--- config.mk ---
export PLATFORM = sky130hd
export DESIGN_NAME = phantom_rtc_serial_access
export DESIGN_NICKNAME = d
export VERILOG_FILES = /design/src/rtl/core/prsa_pkg.sv /design/src/rtl/core/prsa_snapshot.sv /design/src/rtl/core/phantom_rtc_serial_access.sv
export SDC_FILE = /design/constraint.sdc
export NUM_CORES = 1
export LEC_CHECK = 0
export ABC_AREA = 1
export BUFFER_PORTS_ARGS = -buffer_cell sky130_fd_sc_hd__buf_2
export CORE_UTILIZATION = 45
export DETAILED_ROUTE_END_ITERATION = 6
export PLACE_DENSITY = 0.68
export SETUP_SLACK_MARGIN = 0.2
export SYNTH_ARGS = -nofsm -noshare
export SYNTH_HDL_FRONTEND = slang
export SYNTH_HIERARCHICAL = 1
export SYNTH_SLANG_ARGS = --single-unit
--- constraint.sdc ---
create_clock -name i_clk -period 10.24 [get_ports i_clk]
set_clock_uncertainty 0.15 [all_clocks]
set_input_delay 2.048 -clock i_clk [delete_from_list [all_inputs] [get_ports i_clk]]
set_output_delay 2.048 -clock i_clk [all_outputs]
set_load 0.02 [all_outputs]
--- src/rtl/core/prsa_pkg.sv ---
// Shared types, constants and digit helpers for the serial clock access block.
// No dependencies; imported by prsa_snapshot and phantom_rtc_serial_access.
`default_nettype none

package prsa_pkg;

    localparam logic [63:0] UNLOCK_KEY = 64'h5CA3_3AC5_5CA3_3AC5;
    localparam logic [5:0]  FULL_COUNT = 6'd63;

    localparam int          CFG_ADDR_W         = 3;
    localparam int          CFG_DATA_W         = 32;
    localparam logic        REG_IDX_WRITE_EN   = 1'b0;

    typedef enum logic [1:0] {
        REQ_WR0  = 2'd0,
        REQ_WR1  = 2'd1,
        REQ_RD   = 2'd2,
        REQ_NONE = 2'd3
    } t_req;

    typedef struct packed {
        logic [6:0] year;
        logic [3:0] month;
        logic [4:0] day;
        logic [2:0] weekday;
        logic [4:0] hour;
        logic [5:0] minute;
        logic [5:0] second;
        logic [6:0] hundredths;
    } t_time_now;

    typedef struct packed {
        logic       read_bit;
        logic       time_written;
        logic [7:0] years;
        logic [7:0] month;
        logic [7:0] day;
        logic [3:0] weekday;
        logic [5:0] hour;
        logic [7:0] minute;
        logic [7:0] second;
        logic [7:0] hundredths;
    } t_result;

    // v / 10 for v < 128 via reciprocal multiply
    function automatic logic [3:0] f_div10(input logic [6:0] v);
        logic [14:0] p;
        p = {8'd0, v} * 15'd205;
        return p[14:11];
    endfunction

    function automatic logic [3:0] f_mod10(input logic [6:0] v);
        logic [6:0] t10;
        logic [6:0] r;
        t10 = {f_div10(v), 3'b000} + {2'b00, f_div10(v), 1'b0};
        r   = v - t10;
        return r[3:0];
    endfunction

    // ones nibble plus ten times tens nibble
    function automatic logic [7:0] f_two(input logic [3:0] hi, input logic [3:0] lo);
        return {4'd0, lo} + {1'b0, hi, 3'b000} + {3'b000, hi, 1'b0};
    endfunction

endpackage

`default_nettype wire

--- src/rtl/core/prsa_snapshot.sv ---
// Packs the current time into the 64-bit BCD read-out word.
// Depends on prsa_pkg (t_time_now, digit helpers).
`default_nettype none

module prsa_snapshot
    import prsa_pkg::*;
(
    input  wire t_time_now   i_now,
    input  wire              i_twelve_hour,
    output logic [63:0]      o_word
);

    logic [6:0] year_m;
    logic [4:0] hour_adj;
    logic       pm;
    logic [3:0] hour_tens;
    logic [3:0] year_tens;

    always_comb begin
        year_m = (i_now.year >= 7'd100) ? (i_now.year - 7'd100) : i_now.year;
        pm       = i_twelve_hour && (i_now.hour > 5'd12);
        hour_adj = pm ? (i_now.hour - 5'd12) : i_now.hour;
        hour_tens = f_div10({2'b00, hour_adj});
        year_tens = f_div10(year_m) + 4'd10;

        o_word = {
            year_tens,
            f_mod10(year_m),
            f_div10({3'b000, i_now.month}),
            f_mod10({3'b000, i_now.month}),
            f_div10({2'b00, i_now.day}),
            f_mod10({2'b00, i_now.day}),
            4'd0,
            {1'b0, i_now.weekday},
            {2'b00, hour_tens[1] | pm, hour_tens[0]},
            f_mod10({2'b00, hour_adj}),
            f_div10({1'b0, i_now.minute}),
            f_mod10({1'b0, i_now.minute}),
            f_div10({1'b0, i_now.second}),
            f_mod10({1'b0, i_now.second}),
            f_div10(i_now.hundredths),
            f_mod10(i_now.hundredths)
        };
    end

endmodule

`default_nettype wire

--- src/rtl/core/phantom_rtc_serial_access.sv ---
// Top level of the serial clock access block: input register, access logic, result register.
// Depends on prsa_pkg and prsa_snapshot.
//
// Every bus access is one item and yields exactly one result item. Items are taken one per
// cycle; each item passes through the input register, then the result register, and the
// single access stage between them handles any kind of access combinationally, so the
// sustained rate is one item per clock while the result side keeps taking. The input
// register also holds one item while a result is stalled. Write-zero/write-one accesses shift
// the key register; a key match snapshots the supplied time for serial read-out, LSB first,
// and 64 further writes after unlock set a new time, reported when write_enable is 1.
`default_nettype none

module phantom_rtc_serial_access
    import prsa_pkg::*;
(
    input  wire                   i_clk,
    input  wire                   i_rst_n,

    input  wire                   i_valid,
    output logic                  o_ready,
    input  wire  [1:0]            i_req_type,
    input  wire  [6:0]            i_year_in_century,
    input  wire  [3:0]            i_month_now,
    input  wire  [4:0]            i_day_now,
    input  wire  [2:0]            i_weekday_now,
    input  wire  [4:0]            i_hour_now,
    input  wire  [5:0]            i_minute_now,
    input  wire  [5:0]            i_second_now,
    input  wire  [6:0]            i_hundredths_now,

    output logic                  o_valid,
    input  wire                   i_ready,
    output logic                  o_read_bit,
    output logic                  o_time_written,
    output logic [7:0]            o_set_years_since_1900,
    output logic [7:0]            o_set_month,
    output logic [7:0]            o_set_day,
    output logic [3:0]            o_set_weekday,
    output logic [5:0]            o_set_hour,
    output logic [7:0]            o_set_minute,
    output logic [7:0]            o_set_second,
    output logic [7:0]            o_set_hundredths,

    input  wire                   psel,
    input  wire                   penable,
    input  wire                   pwrite,
    input  wire  [CFG_ADDR_W-1:0] paddr,
    input  wire  [CFG_DATA_W-1:0] pwdata,
    output logic [CFG_DATA_W-1:0] prdata,
    output logic                  pready
);

    // config
    logic r_write_enable;

    // input register
    logic      r_in_v;
    t_req      r_req;
    t_time_now r_now;

    // access state
    logic [63:0] r_match, n_match;
    logic [63:0] r_oshift, n_oshift;
    logic [5:0]  r_bits, n_bits;
    logic        r_unlocked, n_unlocked;
    logic        r_twelve, n_twelve;

    // result register
    logic    r_out_v;
    t_result r_out, n_out;

    logic        fire;
    logic        is_wr;
    logic        do_decode;
    logic [63:0] shifted;
    logic        twelve_eff;
    logic [63:0] snap_word;
    logic [3:0]  hr_t;
    logic [5:0]  dec_hour;

    assign pready = 1'b1;
    assign prdata = (paddr[2] == REG_IDX_WRITE_EN) ? {{(CFG_DATA_W-1){1'b0}}, r_write_enable}
                                                   : '0;

    always_ff @(posedge i_clk) begin
        if (!i_rst_n) begin
            r_write_enable <= 1'b0;
        end else if (psel && penable && pwrite && pready && (paddr[2] == REG_IDX_WRITE_EN)) begin
            r_write_enable <= pwdata[0];
        end
    end

    assign fire    = r_in_v && (!r_out_v || i_ready);
    assign o_ready = !r_in_v || fire;

    always_ff @(posedge i_clk) begin
        if (!i_rst_n) begin
            r_in_v <= 1'b0;
        end else if (o_ready) begin
            r_in_v <= i_valid;
        end
    end

    always_ff @(posedge i_clk) begin
        if (i_valid && o_ready) begin
            r_req            <= t_req'(i_req_type);
            r_now.year       <= i_year_in_century;
            r_now.month      <= i_month_now;
            r_now.day        <= i_day_now;
            r_now.weekday    <= i_weekday_now;
            r_now.hour       <= i_hour_now;
            r_now.minute     <= i_minute_now;
            r_now.second     <= i_second_now;
            r_now.hundredths <= i_hundredths_now;
        end
    end

    assign is_wr      = (r_req == REQ_WR0) || (r_req == REQ_WR1);
    assign shifted    = {r_req[0], r_match[63:1]};
    assign do_decode  = is_wr && r_unlocked && (r_bits == 6'd0);
    assign hr_t       = shifted[31:28];
    assign twelve_eff = do_decode ? hr_t[3] : r_twelve;

    always_comb begin
        if (hr_t[3]) begin
            dec_hour = {2'b00, shifted[27:24]} + (hr_t[0] ? 6'd10 : 6'd0)
                     + (hr_t[1] ? 6'd12 : 6'd0);
        end else begin
            dec_hour = {2'b00, shifted[27:24]} + {1'b0, hr_t[1:0], 3'b000}
                     + {3'b000, hr_t[1:0], 1'b0};
        end
    end

    prsa_snapshot u_snapshot (
        .i_now         (r_now),
        .i_twelve_hour (twelve_eff),
        .o_word        (snap_word)
    );

    always_comb begin
        n_match    = r_match;
        n_oshift   = r_oshift;
        n_bits     = r_bits;
        n_unlocked = r_unlocked;
        n_twelve   = r_twelve;
        n_out      = '0;
        if (fire) begin
            case (r_req)
                REQ_WR0, REQ_WR1: begin
                    n_match = shifted;
                    if (r_unlocked) begin
                        if (r_bits == 6'd0) begin
                            n_unlocked = 1'b0;
                            n_twelve   = hr_t[3];
                            if (r_write_enable) begin
                                n_out.time_written = 1'b1;
                                n_out.years        = f_two(shifted[63:60], shifted[59:56]);
                                n_out.month        = f_two(shifted[55:52], shifted[51:48]);
                                n_out.day          = f_two(shifted[47:44], shifted[43:40]);
                                n_out.weekday      = shifted[35:32];
                                n_out.hour         = dec_hour;
                                n_out.minute       = f_two(shifted[23:20], shifted[19:16]);
                                n_out.second       = f_two(shifted[15:12], shifted[11:8]);
                                n_out.hundredths   = f_two(shifted[7:4], shifted[3:0]);
                            end
                        end else begin
                            n_bits = r_bits - 6'd1;
                        end
                    end
                    if (shifted == UNLOCK_KEY) begin
                        n_oshift   = snap_word;
                        n_match    = '0;
                        n_bits     = FULL_COUNT;
                        n_unlocked = 1'b1;
                    end
                end
                REQ_RD: begin
                    n_out.read_bit = r_oshift[0];
                    if (r_bits != 6'd0) begin
                        n_oshift = {1'b0, r_oshift[63:1]};
                        n_bits   = r_bits - 6'd1;
                    end else begin
                        n_unlocked = 1'b0;
                    end
                end
                default: begin
                end
            endcase
        end
    end

    always_ff @(posedge i_clk) begin
        if (!i_rst_n) begin
            r_match    <= '0;
            r_oshift   <= '0;
            r_bits     <= '0;
            r_unlocked <= 1'b0;
            r_twelve   <= 1'b0;
            r_out_v    <= 1'b0;
        end else begin
            r_match    <= n_match;
            r_oshift   <= n_oshift;
            r_bits     <= n_bits;
            r_unlocked <= n_unlocked;
            r_twelve   <= n_twelve;
            if (fire) begin
                r_out_v <= 1'b1;
            end else if (i_ready) begin
                r_out_v <= 1'b0;
            end
        end
    end

    always_ff @(posedge i_clk) begin
        if (fire) begin
            r_out <= n_out;
        end
    end

    assign o_valid                = r_out_v;
    assign o_read_bit             = r_out.read_bit;
    assign o_time_written         = r_out.time_written;
    assign o_set_years_since_1900 = r_out.years;
    assign o_set_month            = r_out.month;
    assign o_set_day              = r_out.day;
    assign o_set_weekday          = r_out.weekday;
    assign o_set_hour             = r_out.hour;
    assign o_set_minute           = r_out.minute;
    assign o_set_second           = r_out.second;
    assign o_set_hundredths       = r_out.hundredths;

    a_count_needs_unlock: assert property (@(posedge i_clk) disable iff (!i_rst_n)
        (r_bits != 6'd0) |-> r_unlocked)
        else $error("bit counter running while locked");

    a_key_unlocks: assert property (@(posedge i_clk) disable iff (!i_rst_n)
        (fire && is_wr && (shifted == UNLOCK_KEY)) |=> (r_unlocked && (r_bits == FULL_COUNT)
            && (r_match == 64'd0)))
        else $error("key match did not unlock");

    a_write_no_read: assert property (@(posedge i_clk) disable iff (!i_rst_n)
        (o_valid && o_time_written) |-> !o_read_bit)
        else $error("time write result carries a read bit");

    a_quiet_fields: assert property (@(posedge i_clk) disable iff (!i_rst_n)
        (o_valid && !o_time_written) |-> ((o_set_hour == 6'd0) && (o_set_weekday == 4'd0)
            && (o_set_years_since_1900 == 8'd0) && (o_set_hundredths == 8'd0)))
        else $error("set fields nonzero without a time write");

endmodule

`default_nettype wire
==> impl_metrics.py, run 1 <==
metrics = {
    "status": {
        "outcome": "completed",
    },
    "job": {
        "max-cap-violations": 0,
    },
    "final_layout": {
        "fin_nets": 2543,
        "area_delta_synth_final_pct": 10.19,
        "drive_gt1_frac": 0.1049,
        "utilization": 0.5062,
        "fillers": 3464,
        "finalInstanceArea_sq_um": 18620,
        "mostFrequentLayoutCells": "nand2_1, nor2_1, inv_1",
        "layout_commonest_cell": "nand2_1",
        "antenna_cells": 0,
        "register_area_sq_um": 5916,
        "multiInputGateArea_sq_um": 9388,
    },
    "global_route": {
        "grt_pass1_wl_um": 56130,
        "grt_max_degree": 111,
        "grt.overflow.total": 0,
        "gr-usage-met3": 0.02355,
        "use_met2": 0.3147,
        "use_met1": 0.2184,
        "grt_pass1_vias": 12500,
        "grt.busiest_layer": "met2",
        "gr-usage-all-layers": 0.1744,
        "antenna_found_initial": 0,
    },
    "timing": {
        "fin_crit_sh": 0.5664,
        "clock.fmax_mhz": 172.4,
        "worst_pin_slew_ns": 0.9098,
        "finalCriticalPeriod_ns": 5.800,
        "layout_setup_ws_ns": 4.440,
        "slew_headroom": 0.3935,
        "rsz0062_at_grt": "no",
        "finalHoldViolCount": 0,
        "setup_viol": 0,
        "totalNegativeSetupSlack_ns": 0,
        "finalMaxSlewViolations": 0,
    },
    "yosys": {
        "synth_area_per_cell_sq_um": 8.152,
        "synth_top_cell_by_area": "edfxtp_1",
        "synth-warning-count": 6,
        "synth_top_area_frac": 0.1866,
        "ys_ff_latch": 243,
        "synth_area_leaders": "edfxtp_1, ha_1, dfxtp_1",
        "ys_seq_area_frac": 0.3501,
        "synthCells": 2073,
        "async_flop_share": 0,
        "synth_flop_cell": "dfxtp_1",
        "synth_area_sq_um": 16900,
        "yosys.cell_types.count": 47,
        "synth_edf_count": 105,
    },
    "placement": {
        "postPlaceCellArea_sq_um": 17630,
        "place_ws_ns": 4.412,
        "gp_congestion": 0.8570,
        "hpwlAfterDp_um": 22970,
        "io_buffers": 116,
    },
    "worst_setup_path": {
        "r2r_slack_ns": 4.44,
        "r2r_start": "r_bits[0]$_SDFFE_PN0P_",
        "cp.arrival_ns": 6.15,
        "critPathMaxStageDelay_ns": 0.51,
        "cp.required_ns": 10.59,
        "crit_slowest_cell": "o21ai_0",
        "cp_max_fo": 5,
        "cp-start-kind": "register",
        "r2r_cells": 32,
        "r2r_end": "r_oshift[27]$_SDFFE_PN0P_",
        "cp-end-kind": "register",
        "worstSetupPathType": "register to register",
        "crit_top_cell": "nand2_1",
    },
    "clocking": {
        "numCtsBuffers": 29,
        "clk_latency_ns": 0.58,
        "clk_path_buf_depth": 3,
        "cts_tree": "done",
        "cts_root_buffer": "clkbuf_16",
        "cts.clk_slew.worst_paths_ns": 0.06,
        "post_cts_buffers": 0,
        "cts.repair.resized": 0,
        "clock_sinks": 243,
        "htreeDepth": 1,
        "hold_buffers": 0,
    },
    "detailed_routing": {
        "ant_nets": 0,
        "post_drt_via_cell_ratio": 4.832,
        "first_pass_iters": 5,
        "num_vias": 12810,
        "drc": 0,
        "wire_per_inst_um": 12.26,
        "routed_wl_um": 32490,
        "drt_iter0_markers": 564,
    },
    "power_and_ir_drop": {
        "finalPower_mw": 2.976,
        "power.leakage_nw": 9.283,
        "vdd_drop_max_mv": 0.1278,
        "p_per_area_nw_per_um2": 159.8,
    },
    "floorplan": {
        "die-width_um": 195.8,
        "core_sq_um": 36790,
        "ios": 182,
        "die_h_um": 195.8,
        "start_util": 0.4594,
        "rows": 70,
        "die_area_sq_um": 38330,
    },
    "min_path": {
        "hold_path.class": "register to register",
        "hold_depth": 2,
        "hold-path-endpoint": "r_match[36]$_SDFFE_PN0P_",
        "hold_start": "r_match[37]$_SDFFE_PN0P_",
    },
}
-- registers in the layout (all words and copies together) (netlist names), 8 cells and up --
name / count
o_set_years_since_1900: 8
r_oshift: 64
o_set_hundredths: 8
o_set_second: 8
o_set_month: 8
o_set_day: 8
r_match: 63
o_set_minute: 8
r_now: 43
-- cell usage after synthesis, types with 41 or more instances --
master and count:
dfxtp_1 138, nand3_1 45, inv_1 272, edfxtp_1 105, o21ai_0 107, fa_1 47
buf_4 50, o21ai_1 41, nand2_1 431, nor2_1 271, a21oi_1 96, ha_1 250
clkbuf_1 44
-- report_power, final --
part / switching, mW / leakage (nW) / internal (mW)
Combinational: 0.487 / 6.64 / 0.327
Clock: 0.428 / 0.483 / 0.631
Sequential: 0.0413 / 2.15 / 1.06
Total: 0.956 / 9.28 / 2.02
-- layer usage --
layer  up-vias  wire length (um)
li1       6730                 -
met1      5811             14990
met2       217             15580
met3        48              1326
met4         0               591
met5         -                 0
-- how the worst max path moves through the flow --
stage                                start                        end  slack, ns  cells after the start
finish              r_bits[0]$_SDFFE_PN0P_  r_oshift[27]$_SDFFE_PN0P_       4.44                     32
global route        r_bits[3]$_SDFFE_PN0P_  r_oshift[27]$_SDFFE_PN0P_       3.84                     30
CTS                 r_bits[0]$_SDFFE_PN0P_  r_oshift[27]$_SDFFE_PN0P_       4.34                     31
detailed placement  r_bits[0]$_SDFFE_PN0P_  r_oshift[27]$_SDFFE_PN0P_       4.41                     31
global placement    r_bits[0]$_SDFFE_PN0P_  r_oshift[27]$_SDFFE_PN0P_       4.53                     31
floorplan              r_now[36]$_DFFE_PP_  r_oshift[59]$_SDFFE_PN0P_       5.21                     39
-- layout make-up --
class | instances | share of cell area
Clock buffer | 32 | 0.04012
Clock inverter | 22 | 0.01297
Inverter | 291 | 0.05866
Multi-Input combinational cell | 1469 | 0.5042
Sequential cell | 243 | 0.3177
Tap cell | 468 | 0.03145
Timing Repair Buffer | 125 | 0.03494
-- stage by stage --
stage,hold slack (ns),cells
4_1_cts,0.3269,2650
5_1_grt,0.3477,2650
6_report,0.3261,2650
3_3_place_gp,0.3086,2596
3_5_place_dp,0.3188,2596
2_1_floorplan,0.2949,2116
-- critical path, delay by kind of cell, from the launching register on --
family	cells	cell delay [ns]
buffers and inverters	6	0.46
adder cells (fa/ha/maj)	6	1.77
AO/OA/AOI/OAI	4	0.74
XOR/XNOR	2	0.55
flip-flops	1	0.31
AND/OR/NAND/NOR	14	1.77
-- kinds of logic (layout without fill, tap and decap cells) --
family	after synthesis	after routing	synth area share
and+or+nand+nor	811	811	0.1955
buffers and inverters	404	470	0.1051
adders and majority gates	297	297	0.2408
AOI/OAI and AO/OA	274	274	0.08611
DFF	243	243	0.3501
xor gates and xnor gates	41	41	0.02169
other	3	46	0.0006663
Power figures use the tool's default switching activity.
==> run 2: changes to the inputs <==
- clock period: 10.24 -> 5.8 ns (I/O delays scaled with it)
==> run 2 against run 1 <==
  * Global-route usage fell by 0.23 points
  * Non-clock buffer count rose by 21
  * Core utilization increased by 1.2 points
  * Combinational power increased by 88%
  * Clock power is 90% higher
  * Flip-flop and latch count unchanged
  * Die area is the same
  * Worst hold slack worse by 0.0021 ns
  * Routed wire length is 0.83% higher
  * Power grew 84%
  * First-iteration DRC count rose by 21%
  * Critical path type unchanged
  * Critical endpoint is now r_oshift[59]$_SDFFE_PN0P_
==> impl_metrics.py, run 2 (same netlist as run 1, synthesis figures left out) <==
metrics = {
    "floorplan": {
        "rows": 70,
        "die_h_um": 195.8,
        "die-width_um": 195.8,
        "core_sq_um": 36790,
        "ios": 182,
        "start_util": 0.4594,
        "die_area_sq_um": 38330,
    },
    "global_route": {
        "gr-usage-all-layers": 0.1721,
        "grt_pass1_vias": 12320,
        "antenna_found_initial": 0,
        "grt_pass1_wl_um": 55750,
        "grt.overflow.total": 0,
        "grt_max_degree": 111,
    },
    "clocking": {
        "hold_buffers": 0,
        "numCtsBuffers": 30,
        "clk_path_buf_depth": 3,
        "clk_latency_ns": 0.58,
        "cts.clk_slew.worst_paths_ns": 0.06,
        "cts_tree": "done",
        "htreeDepth": 1,
        "cts_root_buffer": "clkbuf_16",
        "clock_sinks": 243,
    },
    "worst_setup_path": {
        "r2r_cells": 40,
        "cp.required_ns": 6.12,
        "worstSetupPathType": "register to register",
        "cp.arrival_ns": 5.59,
        "startpoint": "r_now[36]$_DFFE_PP_",
        "crit_top_cell": "inv_2",
        "endpoint": "r_oshift[59]$_SDFFE_PN0P_",
        "critPathMaxStageDelay_ns": 0.54,
        "r2r_end": "r_oshift[59]$_SDFFE_PN0P_",
        "cp-start-kind": "register",
        "r2r_slack_ns": 0.53,
        "r2r_start": "r_now[36]$_DFFE_PP_",
        "crit_slowest_cell": "fa_1",
        "cp_max_fo": 4,
        "cp-end-kind": "register",
    },
    "final_layout": {
        "regMostFlops": "r_oshift",
        "area_delta_synth_final_pct": 12.71,
        "largest_reg_flops": 64,
        "layout_commonest_cell": "nand2_1",
        "fin_nets": 2565,
        "mostFrequentLayoutCells": "nand2_1, nor2_1, inv_1",
        "finalInstanceArea_sq_um": 19050,
        "reg.largest.list": "r_oshift (64), r_match (63), r_now (43)",
        "utilization": 0.5178,
        "drive_gt1_frac": 0.1247,
        "antenna_cells": 0,
    },
    "power_and_ir_drop": {
        "power.leakage_nw": 9.465,
        "vdd_drop_max_mv": 0.2237,
        "p_per_area_nw_per_um2": 287.8,
        "finalPower_mw": 5.482,
    },
    "timing": {
        "slew_headroom": 0.2692,
        "fin_crit_sh": 0.9078,
        "setup_viol": 0,
        "finalCriticalPeriod_ns": 5.265,
        "totalNegativeSetupSlack_ns": 0,
        "worst_hold_slack_ns": 0.3240,
        "clock.fmax_mhz": 189.9,
        "finalHoldViolCount": 0,
        "finalMaxSlewViolations": 0,
        "rsz0062_at_grt": "yes",
        "worst_pin_slew_ns": 1.095,
    },
    "detailed_routing": {
        "drt_iter0_markers": 683,
        "routed_wl_um": 32760,
        "post_drt_via_cell_ratio": 4.864,
        "first_pass_iters": 5,
        "wire_per_inst_um": 12.26,
        "num_vias": 13000,
        "ant_nets": 0,
        "drc": 0,
    },
    "placement": {
        "gp_congestion": 0.8487,
        "hpwlAfterDp_um": 23080,
        "io_buffers": 116,
        "postPlaceCellArea_sq_um": 17650,
    },
    "job": {
        "max-cap-violations": 0,
    },
    "min_path": {
        "hold_path.class": "register to register",
    },
    "status": {
        "outcome": "completed",
    },
}
[run 2: worst min-delay path by stage]
stage | end | startpoint | slack [ns] | cells past startpoint
final | r_match[38]$_SDFFE_PN0P_ | r_match[39]$_SDFFE_PN0P_ | 0.32 | 2
after floorplan | r_match[36]$_SDFFE_PN0P_ | r_match[37]$_SDFFE_PN0P_ | 0.29 | 2
after global routing | r_match[38]$_SDFFE_PN0P_ | r_match[39]$_SDFFE_PN0P_ | 0.35 | 2
after global placement | r_match[30]$_SDFFE_PN0P_ | r_match[31]$_SDFFE_PN0P_ | 0.31 | 2
after CTS | r_match[38]$_SDFFE_PN0P_ | r_match[39]$_SDFFE_PN0P_ | 0.32 | 2
after detailed placement | r_match[38]$_SDFFE_PN0P_ | r_match[39]$_SDFFE_PN0P_ | 0.32 | 2
[run 2: worst max-delay path, delay by kind of cell, from the launching register on]
family	cells	cell delay, ns
AO/OA/AOI/OAI	1	0.11
AND/OR/NAND/NOR	22	1.85
XOR/XNOR	1	0.20
adder cells (fa/ha/maj)	6	1.86
buffers and inverters	10	0.57
flip-flops	1	0.43
[run 2: where the power goes]
part	switching, mW	internal [mW]	leakage, nW
combinational	0.898	0.629	6.78
sequential	0.0712	1.88	2.15
clock	0.766	1.24	0.531
total	1.74	3.75	9.47
[run 2: per-stage QoR]
stage / cells / setup WS [ns]
after floorplan: 2116 / 0.7660
after global placement: 2599 / 0.3520
after detailed placement: 2599 / 0.2306
after CTS: 2655 / 0.2162
after global routing: 2673 / 0.1374
final: 2673 / 0.5349
[run 2: what timing repair did]
item                       4_1_cts  5_1_grt
setup buffers                    0       18
resized for setup                0       37
setup endpoints to repair        0        8
[run 2: routing by layer]
layer  up-vias  global-route usage  wire [um]
met2       215              0.3079      15920
met4         0             0.04253        658
met5         -                   0          0
met1      5961              0.2179      15040
li1       6781                   -          -
met3        44             0.02372       1147
[run 2: layout make-up]
class	count	area [sq um]
multi-input cells	1469	9552
flip-flops and latches	243	5916
fillers	3430	17740
clock inverters	17	224.0
clock buffers	39	868.3
well taps	468	585.6
repair buffers	146	808.3
inverters	291	1092
